### src/rtl/core/odo_pkg.sv
// shared types, constants and helper functions for the wheel odometry block
package odo_pkg;

    localparam int CORDIC_STEPS = 24;
    localparam int CW           = 34;     // cordic datapath width
    localparam int CFG_W        = 32;
    localparam int CFG_IDX_W    = 3;

    localparam logic [31:0] DPT_RESET  = 32'd125550;
    localparam logic [23:0] APT_RESET  = 24'd63030;
    localparam logic [23:0] MWR_RESET  = 24'd102630;
    localparam logic [30:0] MTS_RESET  = 31'd341782638;
    localparam logic [3:0]  DLIM_RESET = 4'd10;

    // cordic start value: gain-compensated unit vector in Q1.30
    localparam logic signed [CW-1:0] CORDIC_X0 = 34'sd652032874;
    // smallest |dd| * distance_per_tick that means at least 1 mm of turn path
    localparam logic [47:0] MAG_MIN = 48'd4294968;
    localparam logic [19:0] US_PER_S = 20'd1000000;

    typedef enum logic [CFG_IDX_W-1:0] {
        CFG_DIST_PER_TICK = 3'd0,
        CFG_ANGLE_PER_TICK = 3'd1,
        CFG_MAX_WHEEL_RATE = 3'd2,
        CFG_MAX_TURN_STEP = 3'd3,
        CFG_DROP_LIMIT = 3'd4,
        CFG_SPEED_SCALE = 3'd5,
        CFG_TURN_SCALE = 3'd6
    } cfg_idx_t;

    typedef enum logic [2:0] {
        RS_UPDATED = 3'd0,
        RS_DROPPED = 3'd1,
        RS_STALE   = 3'd2,
        RS_ZERO    = 3'd3,
        RS_INIT    = 3'd4
    } res_status_t;

    typedef enum logic [4:0] {
        ST_IDLE, ST_CHECK, ST_LIN, ST_ROT, ST_INIT, ST_RLO, ST_RHI, ST_FAST,
        ST_MAG, ST_TURN, ST_TCHK, ST_DIST, ST_CORDIC, ST_MX, ST_MY,
        ST_COMMIT, ST_PUB
    } state_t;

    typedef enum logic [3:0] {
        OP_NONE, OP_LOAD, OP_CHECK, OP_LIN, OP_ROT, OP_INIT, OP_RLO, OP_RHI,
        OP_MAG, OP_TURN, OP_DIST, OP_CORDIC, OP_MX, OP_MY, OP_COMMIT, OP_PUB
    } dp_op_t;

    typedef struct packed {
        dp_op_t      op;
        logic        dc_inc;
        logic        dc_clr;
        logic        zero_spd;
        res_status_t code;
    } cmd_t;

    typedef struct packed {
        logic stale;
        logic zero_cnt;
        logic started;
        logic fast;
        logic turn_big;
        logic dc_below;
        logic cordic_last;
    } stat_t;

    function automatic logic [31:0] atan_val(input logic [4:0] i);
        logic [31:0] r;
        case (i)
            5'd0:  r = 32'd536870912;
            5'd1:  r = 32'd316933406;
            5'd2:  r = 32'd167458907;
            5'd3:  r = 32'd85004756;
            5'd4:  r = 32'd42667331;
            5'd5:  r = 32'd21354465;
            5'd6:  r = 32'd10680862;
            5'd7:  r = 32'd5340245;
            5'd8:  r = 32'd2670163;
            5'd9:  r = 32'd1335087;
            5'd10: r = 32'd667544;
            5'd11: r = 32'd333772;
            5'd12: r = 32'd166886;
            5'd13: r = 32'd83443;
            5'd14: r = 32'd41722;
            5'd15: r = 32'd20861;
            5'd16: r = 32'd10430;
            5'd17: r = 32'd5215;
            5'd18: r = 32'd2608;
            5'd19: r = 32'd1304;
            5'd20: r = 32'd652;
            5'd21: r = 32'd326;
            5'd22: r = 32'd163;
            5'd23: r = 32'd81;
            5'd24: r = 32'd41;
            5'd25: r = 32'd20;
            5'd26: r = 32'd10;
            5'd27: r = 32'd5;
            5'd28: r = 32'd3;
            5'd29: r = 32'd1;
            5'd30: r = 32'd1;
            default: r = 32'd0;
        endcase
        return r;
    endfunction

    function automatic logic [31:0] sat32(input logic signed [71:0] v);
        logic [31:0] r;
        if (v > 72'sd2147483647)
            r = 32'h7FFF_FFFF;
        else if (v < -72'sd2147483648)
            r = 32'h8000_0000;
        else
            r = v[31:0];
        return r;
    endfunction

endpackage

### src/rtl/core/odo_ctrl.sv
// sequencing state machine for the odometry update
module odo_ctrl
    import odo_pkg::*;
(
    input  logic  clk,
    input  logic  rst_n,
    input  logic  meas_valid,
    output logic  meas_ready,
    output logic  pose_valid,
    input  logic  pose_ready,
    input  stat_t stat,
    output cmd_t  cmd
);

    state_t      state_reg, state_next;
    res_status_t code_reg, code_next;
    logic        ovalid_reg, ovalid_next;
    logic        pub;

    always_ff @(posedge clk or negedge rst_n)
    begin
        if (!rst_n)
        begin
            state_reg  <= ST_IDLE;
            code_reg   <= RS_UPDATED;
            ovalid_reg <= 1'b0;
        end
        else
        begin
            state_reg  <= state_next;
            code_reg   <= code_next;
            ovalid_reg <= ovalid_next;
        end
    end

    assign pub = (state_reg == ST_PUB) && (!ovalid_reg || pose_ready);

    // next state
    always_comb
    begin
        state_next = state_reg;
        case (state_reg)
            ST_IDLE:   if (meas_valid) state_next = ST_CHECK;
            ST_CHECK:  state_next = (stat.stale || stat.zero_cnt) ? ST_PUB : ST_LIN;
            ST_LIN:    state_next = ST_ROT;
            ST_ROT:    state_next = stat.started ? ST_RLO : ST_INIT;
            ST_INIT:   state_next = ST_PUB;
            ST_RLO:    state_next = ST_RHI;
            ST_RHI:    state_next = ST_FAST;
            ST_FAST:   state_next = (stat.fast && stat.dc_below) ? ST_PUB : ST_MAG;
            ST_MAG:    state_next = ST_TURN;
            ST_TURN:   state_next = ST_TCHK;
            ST_TCHK:   state_next = (stat.turn_big && stat.dc_below) ? ST_PUB : ST_DIST;
            ST_DIST:   state_next = ST_CORDIC;
            ST_CORDIC: if (stat.cordic_last) state_next = ST_MX;
            ST_MX:     state_next = ST_MY;
            ST_MY:     state_next = ST_COMMIT;
            ST_COMMIT: state_next = ST_PUB;
            ST_PUB:    if (pub) state_next = ST_IDLE;
            default:   state_next = ST_IDLE;
        endcase
    end

    // outputs
    always_comb
    begin
        cmd          = '0;
        cmd.op       = OP_NONE;
        cmd.code     = code_reg;
        cmd.zero_spd = (code_reg == RS_STALE) || (code_reg == RS_ZERO);
        code_next    = code_reg;
        case (state_reg)
            ST_IDLE:   if (meas_valid) cmd.op = OP_LOAD;
            ST_CHECK:
            begin
                cmd.op = OP_CHECK;
                if (stat.stale)
                    code_next = RS_STALE;
                else if (stat.zero_cnt)
                    code_next = RS_ZERO;
            end
            ST_LIN:    cmd.op = OP_LIN;
            ST_ROT:    cmd.op = OP_ROT;
            ST_INIT:
            begin
                cmd.op    = OP_INIT;
                code_next = RS_INIT;
            end
            ST_RLO:    cmd.op = OP_RLO;
            ST_RHI:    cmd.op = OP_RHI;
            ST_FAST:
            begin
                if (stat.fast)
                begin
                    cmd.dc_inc = stat.dc_below;
                    cmd.dc_clr = !stat.dc_below;
                    if (stat.dc_below) code_next = RS_DROPPED;
                end
            end
            ST_MAG:    cmd.op = OP_MAG;
            ST_TURN:   cmd.op = OP_TURN;
            ST_TCHK:
            begin
                if (stat.turn_big)
                begin
                    cmd.dc_inc = stat.dc_below;
                    cmd.dc_clr = !stat.dc_below;
                    if (stat.dc_below) code_next = RS_DROPPED;
                end
            end
            ST_DIST:   cmd.op = OP_DIST;
            ST_CORDIC: cmd.op = OP_CORDIC;
            ST_MX:     cmd.op = OP_MX;
            ST_MY:     cmd.op = OP_MY;
            ST_COMMIT:
            begin
                cmd.op    = OP_COMMIT;
                code_next = RS_UPDATED;
            end
            ST_PUB:    if (pub) cmd.op = OP_PUB;
            default:   cmd.op = OP_NONE;
        endcase
    end

    assign ovalid_next = pub || (ovalid_reg && !pose_ready);
    assign meas_ready  = (state_reg == ST_IDLE);
    assign pose_valid  = ovalid_reg;

endmodule

### config.mk
export PLATFORM = sky130hd
export DESIGN_NAME = odo_ctrl
export DESIGN_NICKNAME = d
export VERILOG_FILES = /design/src/rtl/core/odo_pkg.sv /design/src/rtl/core/odo_ctrl.sv
export SDC_FILE = /design/constraint.sdc
export NUM_CORES = 1
export LEC_CHECK = 0
export BUFFER_PORTS_ARGS = -buffer_cell sky130_fd_sc_hd__buf_2
export CAP_MARGIN = 10
export CORE_UTILIZATION = 28
export DETAILED_ROUTE_END_ITERATION = 16
export SYNTH_ARGS = -nofsm -noshare
export SYNTH_HDL_FRONTEND = slang
export SYNTH_SLANG_ARGS = --single-unit
### constraint.sdc
create_clock -name clk -period 1.8 [get_ports clk]
set_input_delay 0.36 -clock clk [delete_from_list [all_inputs] [get_ports clk]]
set_output_delay 0.36 -clock clk [all_outputs]
set_load 0.01 [all_outputs]
==> results.yml <==
status:
  status: "finished with violations"
  violations: "negative setup slack"
synthesis:
  synth-async-reset-ratio_pct: 100.0
  synth_ff_type: "dfrtp_1"
  synth-edff-count: 0
  synthCells: 108
  synthesis.area_sq_um: 835.8
  synth_top_area_share_pct: 26.95
  ys_seq_elements: 9
  yosysWarningCount: 0
  synth_sequential_area_ratio_pct: 26.95
  netlist_top_cells_area: "dfrtp_1 (27%), nor2_1 (6.3%), a21oi_1 (4.8%)"
  synth_area_per_cell_sq_um: 7.739
  synth.largest_area_cell: "dfrtp_1"
  syn_nets: 119
  synth.distinct_cells: 40
finish:
  fillerInstances: 267
  largest_register_ff_count: 5
  drive_above_1_share_pct: 50.98
  final_area_sq_mm: 0.001281
  area_growth_pct: 53.29
  finalNetCount: 165
  final_cell_mix: "buf_2 (22), buf_4 (22), nand2_1 (10), nor2_1 (10), a21oi_1 (8)"
  diodes: 0
grt:
  grt_pass1_vias: 927
  antenna_found_initial: 0
  grt_pass1_wl_um: 4098
  grt_usage_pct: 16.69
  grt_max_degree: 13
  gr-total-overflow: 0
floorplanning:
  ioPinCount: 23
  core_region_area_sq_mm: 0.002781
  die-height_um: 56.64
  core.rowCount: 19
  start_util_pct: 30.05
  dieArea_sq_mm: 0.003208
  dieWidth_um: 56.64
sta:
  finalSetupViolCount: 7
  finalClockSkew_ps: 2.034
  period_needed_ps: 1853
  rsz0062_at_grt: "yes"
  max_freq_mhz: 539.6
  hold_viol: 0
  period_share_pct: 103.0
  slew_violations: 0
  setup_ws_ps: -53.26
  slew_headroom_pct: 74.75
  tightest_slew_ps: 375.9
clocking:
  clockRootBuffer: "clkbuf_4"
  clock_sinks: 9
  cts_tree: "yes"
  clkTransAtPathRegs_ps: 60
  htree_levels: 1
  cts_buffer_depth: 2
  clock_latency_ps: 260
  cts_made_buffers: 3
power_and_ir_drop:
  p_total_w: 0.002187
  ir_drop_v: 0.0009395
  p_leak_nw: 0.5949
  p_per_area_mw_per_mm2: 1707
place:
  numPortBuffers: 22
  finalWeightedCongestion: 0.8832
  place_area_sq_mm: 0.001017
  pre_cts_ws_ps: 1.771
  place_hpwl_um: 1856
critical_path:
  cp.required_ps: 1440
  max_stage_delay_ps: 450
  path_max_fanout: 6
  critPathSlowestCell: "dfrtp_2"
  cpLargestDelayFamily: "simple AND/OR/NAND/NOR gates"
  cp.arrival_ps: 1490
  setup.worst_path.end_class: "primary output"
  startpoint_type: "flop"
  critPathKind: "flop to primary output"
  path_cells: "or2_4, nor3_4, nand3_2, o31ai_1, buf_2"
  worstPathBufferInverterCount: 1
run:
  maxCapViolCount: 0
worst_hold_path:
  hp-class: "input pin to flop"
routing:
  via_per_inst: 5.397
  routed-via-count: 993
  drc: 0
  wl_um: 2641
  wl_per_cell_um: 14.35
  drt-initial-drc-count: 20
  drtAntennaViolNets: 0
  drt-pass1-iter-count: 4
==> report_power, final <==
part	leakage (nW)	internal [W]	switching (W)
combinational	0.475	0.000830	0.000813
clock	0.0150	0.0000852	0.0000676
sequential	0.105	0.000290	0.000101
==> final timing paths <==
check	start	to	slack (ps)	cells past startpoint
setup / recovery	state_reg[2]	cmd[7]	-50	5
hold / removal	stat[0]	state_reg[0]	430	3
setup reg to reg	state_reg[2]	code_reg[2]	-10	6
hold reg to reg	code_reg[0]	code_reg[0]	530	2
max in group asynchronous	rst_n	state_reg[4]	1120	2
min in group asynchronous	rst_n	code_reg[1]	490	2
==> cell families (layout without fill, tap and decap cells) <==
kind of cell / Yosys count / after routing / synth area share [%]
compound gates: 31 / 31 / 26.20
xor+xnor: 3 / 3 / 3.144
buf+inv: 16 / 61 / 10.18
flops: 9 / 9 / 26.95
mux: 2 / 2 / 2.395
simple gates: 47 / 47 / 31.14
==> metrics by stage <==
stage | std cells | util, % | hold WS (ps) | setup TNS [ps]
finish | 184 | 46.06 | 433.1 | -223.5
global route | 184 | 46.06 | 434.6 | -802.2
CTS | 182 | 44.49 | 438.4 | -180.2
detailed placement | 162 | 36.57 | 220.8 | 0
global placement | 162 | 36.57 | 220.7 | -12.32
floorplan | 108 | - | 64.41 | 0
==> worst min-delay path: stages <==
cell	delay (ps)
buf_2	90
o22ai_1	110
a211oi_1	90
==> Yosys cell counts, types with 2 or more instances <==
library cell	number
a211oi_1	2
a21oi_1	8
a221oi_1	2
a22oi_1	2
buf_2	2
buf_4	2
buf_6	2
clkbuf_1	4
dfrtp_1	9
inv_1	6
mux2i_1	2
nand2_1	10
nand2b_1	4
nand3b_1	2
nand4bb_1	2
nor2_1	14
nor3_1	4
nor3b_1	2
o21ai_0	5
o21bai_1	2
o31ai_1	2
xor2_1	2
==> layer usage <==
metal | track usage (%) | vias up | routed length [um]
li1 | - | 475 | -
met1 | 19.54 | 489 | 1084
met3 | 2.304 | 5 | 105
met5 | 0 | - | 0
met2 | 29.24 | 24 | 1404
met4 | 8.711 | 0 | 46
==> area by class of cell <==
cell class	count	area, sq um	area share (%)
clock buffers	4	26.28	2.051
inverters	6	22.52	1.758
multi-input cells	83	600.6	46.87
flip-flops and latches	9	231.5	18.07
well taps	31	38.79	3.027
repair buffers	51	361.6	28.22
==> what timing repair did <==
item	in CTS	in global routing
endpoints found under the setup margin	7	10
hold buffers	1	0
endpoints found under the hold margin	9	0
pin swaps	5	2
cloned	0	0
buffers inserted	15	2
gates resized for setup	20	9
Power figures use the tool's default switching activity.
